**src/evg_pkg.sv**
```systemverilog
// Shared types, constants and helpers for the ellipse vertex generator.
package evg_pkg;

	localparam int IDX_W   = 10;
	localparam int CNT_W   = 11;
	localparam int COORD_W = 32;
	localparam int RAD_W   = 31;
	localparam int DATA_W  = 32;
	localparam int ADDR_W  = 5;
	localparam int TURN_W  = 32;
	localparam int XY_W    = 34;
	localparam int TRIG_W  = 32;

	localparam int CORDIC_STEPS = 28;
	localparam logic [XY_W-1:0] CORDIC_GAIN = XY_W'(32'h26DD3B6A);

	localparam logic [TURN_W-1:0] ATAN_TURNS [CORDIC_STEPS] = '{
		32'h20000000, 32'h12E4051E, 32'h09FB385B, 32'h051111D4, 32'h028B0D43,
		32'h0145D7E1, 32'h00A2F61E, 32'h00517C55, 32'h0028BE53, 32'h00145F2F,
		32'h000A2F98, 32'h000517CC, 32'h00028BE6, 32'h000145F3, 32'h0000A2FA,
		32'h0000517D, 32'h000028BE, 32'h0000145F, 32'h00000A30, 32'h00000518,
		32'h0000028C, 32'h00000146, 32'h000000A3, 32'h00000051, 32'h00000029,
		32'h00000014, 32'h0000000A, 32'h00000005
	};

	localparam logic [RAD_W-1:0] MAJOR_RESET = RAD_W'(65536);
	localparam logic [RAD_W-1:0] MINOR_RESET = RAD_W'(32768);
	localparam logic [CNT_W-1:0] COUNT_RESET = CNT_W'(21);

	typedef enum logic [2:0] {
		REG_CENTER_X,
		REG_CENTER_Y,
		REG_CENTER_Z,
		REG_MAJOR_RADIUS,
		REG_MINOR_RADIUS,
		REG_VERTEX_COUNT
	} evg_reg_t;

	typedef enum logic [1:0] {
		QUAD_EAST,
		QUAD_NORTH,
		QUAD_WEST,
		QUAD_SOUTH
	} evg_quad_t;

	typedef struct packed {
		logic valid;
		logic err;
		logic zero_ang;
	} evg_tag_t;

	localparam int SUM_W = COORD_W + 3;

	function automatic logic [COORD_W-1:0] saturate(input logic signed [SUM_W-1:0] v);
		logic signed [SUM_W-1:0] hi;
		logic signed [SUM_W-1:0] lo;
		hi = SUM_W'(33'sh0_7FFF_FFFF);
		lo = -SUM_W'(33'sh0_8000_0000);
		if (v > hi) begin
			saturate = {1'b0, {(COORD_W-1){1'b1}}};
		end else if (v < lo) begin
			saturate = {1'b1, {(COORD_W-1){1'b0}}};
		end else begin
			saturate = v[COORD_W-1:0];
		end
	endfunction

endpackage

```
**src/evg_divider.sv**
```systemverilog
// Pipelined restoring divider: one quotient bit per stage for the turn fraction.
module evg_divider #(
	parameter int ANGLE_BITS = 24
) (
	input  logic                          clk,
	input  logic                          arst_n,
	input  evg_pkg::evg_tag_t             in_tag,
	input  logic [evg_pkg::IDX_W-1:0]     in_index,
	input  logic [evg_pkg::CNT_W-1:0]     in_div,
	output evg_pkg::evg_tag_t             out_tag,
	output logic [ANGLE_BITS-1:0]         out_quot
);
	import evg_pkg::*;

	localparam int STAGES = ANGLE_BITS + 1;

	evg_tag_t              tag_s  [STAGES];
	logic [CNT_W-1:0]      rem_s  [STAGES];
	logic [CNT_W-1:0]      div_s  [STAGES];
	logic [ANGLE_BITS-1:0] low_s  [STAGES];
	logic [ANGLE_BITS-1:0] quot_s [STAGES];

	evg_tag_t              tag_in  [STAGES];
	logic [CNT_W-1:0]      rem_in  [STAGES];
	logic [CNT_W-1:0]      div_in  [STAGES];
	logic                  bit_in  [STAGES];
	logic [CNT_W:0]        trial   [STAGES];
	logic                  q_bit   [STAGES];
	logic [CNT_W-1:0]      rem_nx  [STAGES];
	logic [ANGLE_BITS-1:0] low_nx  [STAGES];
	logic [ANGLE_BITS-1:0] quot_nx [STAGES];

	always_comb begin
		tag_in[0]  = in_tag;
		rem_in[0]  = CNT_W'(in_index[IDX_W-1:1]);
		div_in[0]  = in_div;
		bit_in[0]  = in_index[0];
		low_nx[0]  = ANGLE_BITS'(in_div[CNT_W-1:1]);
		for (int k = 1; k < STAGES; k++) begin
			tag_in[k] = tag_s[k-1];
			rem_in[k] = rem_s[k-1];
			div_in[k] = div_s[k-1];
			bit_in[k] = low_s[k-1][ANGLE_BITS-1];
			low_nx[k] = low_s[k-1] << 1;
		end
		for (int k = 0; k < STAGES; k++) begin
			trial[k]  = {rem_in[k], bit_in[k]};
			q_bit[k]  = (trial[k] >= {1'b0, div_in[k]});
			rem_nx[k] = q_bit[k] ? CNT_W'(trial[k] - {1'b0, div_in[k]})
			                     : trial[k][CNT_W-1:0];
		end
		quot_nx[0] = '0;
		for (int k = 1; k < STAGES; k++) begin
			quot_nx[k] = {quot_s[k-1][ANGLE_BITS-2:0], q_bit[k]};
		end
	end

	always_ff @(posedge clk or negedge arst_n) begin
		if (!arst_n) begin
			for (int k = 0; k < STAGES; k++) begin
				tag_s[k] <= '0;
			end
		end else begin
			for (int k = 0; k < STAGES; k++) begin
				tag_s[k] <= tag_in[k];
			end
		end
	end

	always_ff @(posedge clk) begin
		for (int k = 0; k < STAGES; k++) begin
			rem_s[k]  <= rem_nx[k];
			div_s[k]  <= div_in[k];
			low_s[k]  <= low_nx[k];
			quot_s[k] <= quot_nx[k];
		end
	end

	assign out_tag  = tag_s[STAGES-1];
	assign out_quot = quot_s[STAGES-1];

endmodule

```
**config.mk**
```make
export PLATFORM = sky130hd
export DESIGN_NAME = evg_divider
export DESIGN_NICKNAME = d
export VERILOG_FILES = /design/src/evg_pkg.sv /design/src/evg_divider.sv
export SDC_FILE = /design/constraint.sdc
export NUM_CORES = 1
export LEC_CHECK = 0
export BUFFER_PORTS_ARGS = -buffer_cell sky130_fd_sc_hd__clkbuf_2
export CAP_MARGIN = 20
export CORE_AREA = 2 2 282 284
export DETAILED_ROUTE_END_ITERATION = 7
export DIE_AREA = 0 0 284 286
export PLACE_DENSITY_LB_ADDON = 0.1
export SETUP_SLACK_MARGIN = 0.02
export SKIP_LAST_GASP = 1
export SYNTH_ARGS = -nofsm -noshare
export SYNTH_HDL_FRONTEND = slang
export SYNTH_SLANG_ARGS = --single-unit
```
**constraint.sdc**
```tcl
create_clock -name clk -period 5.3 [get_ports clk]
set_clock_uncertainty 0.2 [all_clocks]
set_input_delay 0.795 -clock clk [delete_from_list [all_inputs] [get_ports clk]]
set_output_delay 0.795 -clock clk [all_outputs]
set_load 0.005 [all_outputs]
```
==> results_dict.tcl <==
set metrics [dict create \
    grt_overflow 0 \
    grt_pass1_wl_mm 106 \
    portBuffers 52 \
    detail_route.first_pass.iterations 5 \
    initial_core_util_pct 44.4 \
    setup_total_negative_slack_ns 0 \
    fin_nets 3517 \
    fmax_mhz 315 \
    power_switching_mw 8.74 \
    max_cap_violations 0 \
    place.detailed.instances 4142 \
    detail-route-antenna-nets 0 \
    dp_slack_ns 2.08 \
    number_of_synthesized_flops_with_an_enable_pin 0 \
    post-dp-hpwl_mm 47.0 \
    synth.ff_latch_count 903 \
    gpl.final_weighted_congestion 0.889 \
    totalWireLength_mm 62.9 \
    placed_area_um2 36200 \
    worstSetupPathType "flop to flop" \
    ys_types 70 \
    final_critical_path_setup_slack_ns 2.13 \
    drt-initial-drc-count 988 \
    seq_power_share_pct 37.3 \
    worst_ep_arrival_time_ns 3.49 \
    core.rowCount 103 \
    register_area_um2 18500 \
    switching_share_of_power_pct 32.6 \
    multi_input_area_um2 14900 \
    clock_power_share_pct 24.8 \
    drc_errors 0 \
    vias_in_the_first_global_route 21700 \
    cts-hold-fix-buffers 1 \
    path_max_fanout 12 \
    cts.sinks 903 \
    synthCells 3078 \
    peak_supply_drop_mv 0.323 \
    timing.final.crit_period_ns 3.17 \
    fin_total_pwr_mw 26.8 \
    h_tree_levels 3 \
    slowest_cell_on_crit_path "sky130_fd_sc_hd__a41oi_2" \
    critPathRequiredTime_ns 5.62 \
    tritoncts.num_buffers 93 \
    n_antenna_cell 0 \
    synthesis.nets 3402 \
    area_growth_syn_to_layout_pct 13.2 \
    status "finished clean" \
    max_slew_headroom_at_the_worst_pin_pct 35.5 \
    gr-usage-all-layers_pct 15.6 \
    worst_hold_path_type "input port to flop" \
    ctsLongestPathBuffers 3 \
    worstMarginPinSlew_ns 0.968 \
    leakagePower_nw 17.9 \
    core-area_um2 78400 \
    share_comb_of_total_power_pct 37.9 \
    count_of_buffers_added_by_post_cts_timing_repair_for_setup 0 \
    antenna_found_initial 0 \
    nFillCells 6943 \
    powerDensity_nw_per_um2 680 \
    power.internal_mw 18.0 \
    setup_viol_count_final 0 \
    wl_per_cell_um 14.6 \
    post_synth_top_flop "sky130_fd_sc_hd__dfxtp_1" \
    clk_root_buffer_cell "sky130_fd_sc_hd__clkbuf_16" \
    seq_total_area_yosys_pct 53.0 \
    report.final.hold_viol_count 0 \
    avgViaCountPerCell 4.97 \
    stdcell_count 4315 \
    cts.repair.resized 0 \
    fp.dieH_um 286 \
    num_vias 21400 \
    critical_path.max_stage_delay_ns 0.82 \
    clkLatencyLatePin_ns 0.64 \
    kind_of_end_point_of_the_critical_path "flop" \
    timing.critical_path.cells "inv_1, ha_1, fa_1, nand2b_1, a21oi_2, a41o_1, a221o_1, a41oi_2, mux2_2" \
    post_synthesis_cell_area_um2 34800 \
    min_period_over_period_pct 59.8 \
    cts_tree "done" \
    io_pins 53 \
    synth_area_per_cell_um2 11.3 \
    layout_cells_sized_above_1_pct 9.92 \
    pin_count_of_the_biggest_net_entering_global_routing 60 \
    grt_setup_unrepaired "no" \
    synth_async_sr_flop_share_pct 8.31 \
    floorplan.die_area_um2 81200 \
    crit_path_start_kind "flop" \
    die_width_um 284 \
    area_of_all_placed_cells_without_fillers_um2 39400 \
    synth.yosys.warnings 0 \
    path_clk_slew_ns 0.06 \
    slew_violations 0 \
]
## layout make-up
class | instances | area share, %
Clock buffer | 121 | 6.48
Clock inverter | 46 | 1.61
Inverter | 327 | 3.11
Multi-Input combinational cell | 1808 | 37.8
Sequential cell | 903 | 46.8
Tap cell | 1050 | 3.33
Timing Repair Buffer | 60 | 0.829
## layer usage
metal	global-route usage [%]	routed length, um	share of wire (%)	vias to the layer above
li1	-	-	-	10900
met1	20.7	30400	48	10100
met2	25.8	28700	46	336
met3	2.95	2390	3.8	111
met4	4.59	1320	2.1	0
met5	0	0	0	-
## stage by stage
step	hold slack, ns	util [%]
finish	0.0572	50.3
global route	0.00871	50.3
floorplan	0.110	-
detailed placement	0.112	46.2
global placement	0.111	46.1
CTS	0.00353	50.2
## sequential cells by signal, indices dropped and copies added, names as in the netlist
name,cells
tag_in,72
div_s,264
out_tag,3
rem_s,264
quot_s,300
## cell usage in the layout, fill, tap and decap left out, types with 79 or more instances in the layout
master / Yosys / routed
sky130_fd_sc_hd__xnor2_1: 79 / 79
sky130_fd_sc_hd__nor2_1: 141 / 141
sky130_fd_sc_hd__dfxtp_1: 828 / 828
sky130_fd_sc_hd__clkbuf_16: 0 / 94
sky130_fd_sc_hd__mux2_1: 146 / 146
sky130_fd_sc_hd__nand2_1: 80 / 80
sky130_fd_sc_hd__inv_1: 323 / 323
sky130_fd_sc_hd__o21ai_0: 87 / 87
sky130_fd_sc_hd__ha_1: 274 / 274
sky130_fd_sc_hd__a21oi_1: 162 / 162
## final timing paths
check / from / end / slack (ns) / depth (start not counted)
worst max-delay path: div_s[2][48] / rem_s[2][65] / 2.13 / 9
worst min-delay path: in_tag[2] / tag_in[71] / 0.06 / 1
worst max register to register: div_s[2][48] / rem_s[2][65] / 2.13 / 9
worst min register to register: quot_s[0][292] / quot_s[0][317] / 0.11 / 0
max in group asynchronous: arst_n / tag_in[20] / 3.48 / 3
min in group asynchronous: arst_n / tag_in[70] / 0.40 / 2
## cells by family after synthesis
kind of cell	synth area share, %
compound gates	11.5
flops	53.0
simple gates	7.57
xor+xnor	3.55
buf+inv	4.15
mux	8.92
fa+ha+maj	11.2
## worst max-delay path, delay by kind of cell (launching register included)
family | cells | cell delay [ns]
AOI/OAI and AO/OA | 4 | 1.47
adders and majority gates | 2 | 0.42
muxes | 1 | 0.41
DFF | 1 | 0.32
and+or+nand+nor | 1 | 0.13
buffers and inverters | 1 | 0.11
## cell usage after synthesis (5+ instances only)
| library cell | count | area, um2 |
|---|---|---|
| sky130_fd_sc_hd__dfxtp_1 | 828 | 16600 |
| sky130_fd_sc_hd__inv_1 | 323 | 1210 |
| sky130_fd_sc_hd__ha_1 | 274 | 3430 |
| sky130_fd_sc_hd__a21oi_1 | 162 | 811 |
| sky130_fd_sc_hd__mux2_1 | 146 | 1640 |
| sky130_fd_sc_hd__nor2_1 | 141 | 529 |
| sky130_fd_sc_hd__o21ai_0 | 87 | 435 |
| sky130_fd_sc_hd__nand2_1 | 80 | 300 |
| sky130_fd_sc_hd__xnor2_1 | 79 | 692 |
| sky130_fd_sc_hd__dfrtp_1 | 75 | 1880 |
| sky130_fd_sc_hd__nor2b_1 | 64 | 400 |
| sky130_fd_sc_hd__xor2_1 | 62 | 543 |
| sky130_fd_sc_hd__a21o_1 | 56 | 420 |
| sky130_fd_sc_hd__mux2_2 | 56 | 631 |
| sky130_fd_sc_hd__mux2i_1 | 41 | 410 |
| sky130_fd_sc_hd__nand3_1 | 40 | 200 |
| sky130_fd_sc_hd__o21a_1 | 39 | 293 |
| sky130_fd_sc_hd__nand4_1 | 33 | 206 |
| sky130_fd_sc_hd__o21bai_1 | 29 | 218 |
| sky130_fd_sc_hd__mux2_4 | 28 | 420 |
| sky130_fd_sc_hd__nand2b_1 | 26 | 163 |
| sky130_fd_sc_hd__nand3b_1 | 26 | 195 |
| sky130_fd_sc_hd__o21ai_1 | 26 | 130 |
| sky130_fd_sc_hd__buf_2 | 24 | 120 |
| sky130_fd_sc_hd__fa_1 | 24 | 480 |
| sky130_fd_sc_hd__nor3_1 | 22 | 110 |
| sky130_fd_sc_hd__a211o_1 | 21 | 184 |
| sky130_fd_sc_hd__o211ai_1 | 20 | 150 |
| sky130_fd_sc_hd__and2_1 | 17 | 106 |
| sky130_fd_sc_hd__a31oi_1 | 16 | 100 |
| sky130_fd_sc_hd__o2111ai_1 | 15 | 131 |
| sky130_fd_sc_hd__a311o_1 | 14 | 140 |
| sky130_fd_sc_hd__a41o_1 | 13 | 130 |
| sky130_fd_sc_hd__o2111a_1 | 11 | 124 |
| sky130_fd_sc_hd__o31a_1 | 11 | 96.3 |
| sky130_fd_sc_hd__clkbuf_1 | 10 | 37.5 |
| sky130_fd_sc_hd__a211oi_1 | 9 | 67.6 |
| sky130_fd_sc_hd__nor4_1 | 9 | 56.3 |
| sky130_fd_sc_hd__and3_1 | 8 | 50.1 |
| sky130_fd_sc_hd__o311ai_0 | 8 | 70.1 |
| sky130_fd_sc_hd__o311ai_1 | 8 | 70.1 |
| sky130_fd_sc_hd__a21boi_0 | 7 | 52.6 |
| sky130_fd_sc_hd__or3_1 | 6 | 37.5 |
| sky130_fd_sc_hd__or4b_2 | 6 | 60.1 |
| sky130_fd_sc_hd__o21ba_2 | 5 | 50.1 |
## power by group through the flow
stage	clock (mW)	combinational (mW)	sequential, mW
2_1_floorplan	0	8.26	9.73
3_3_place_gp	0	9.76	10.2
3_5_place_dp	0	10.0	10.2
4_1_cts	6.88	10.1	10.1
5_1_grt	7.17	11.3	10.2
6_report	6.64	10.2	9.99
Note: power is estimated with default switching activity, not from simulation.
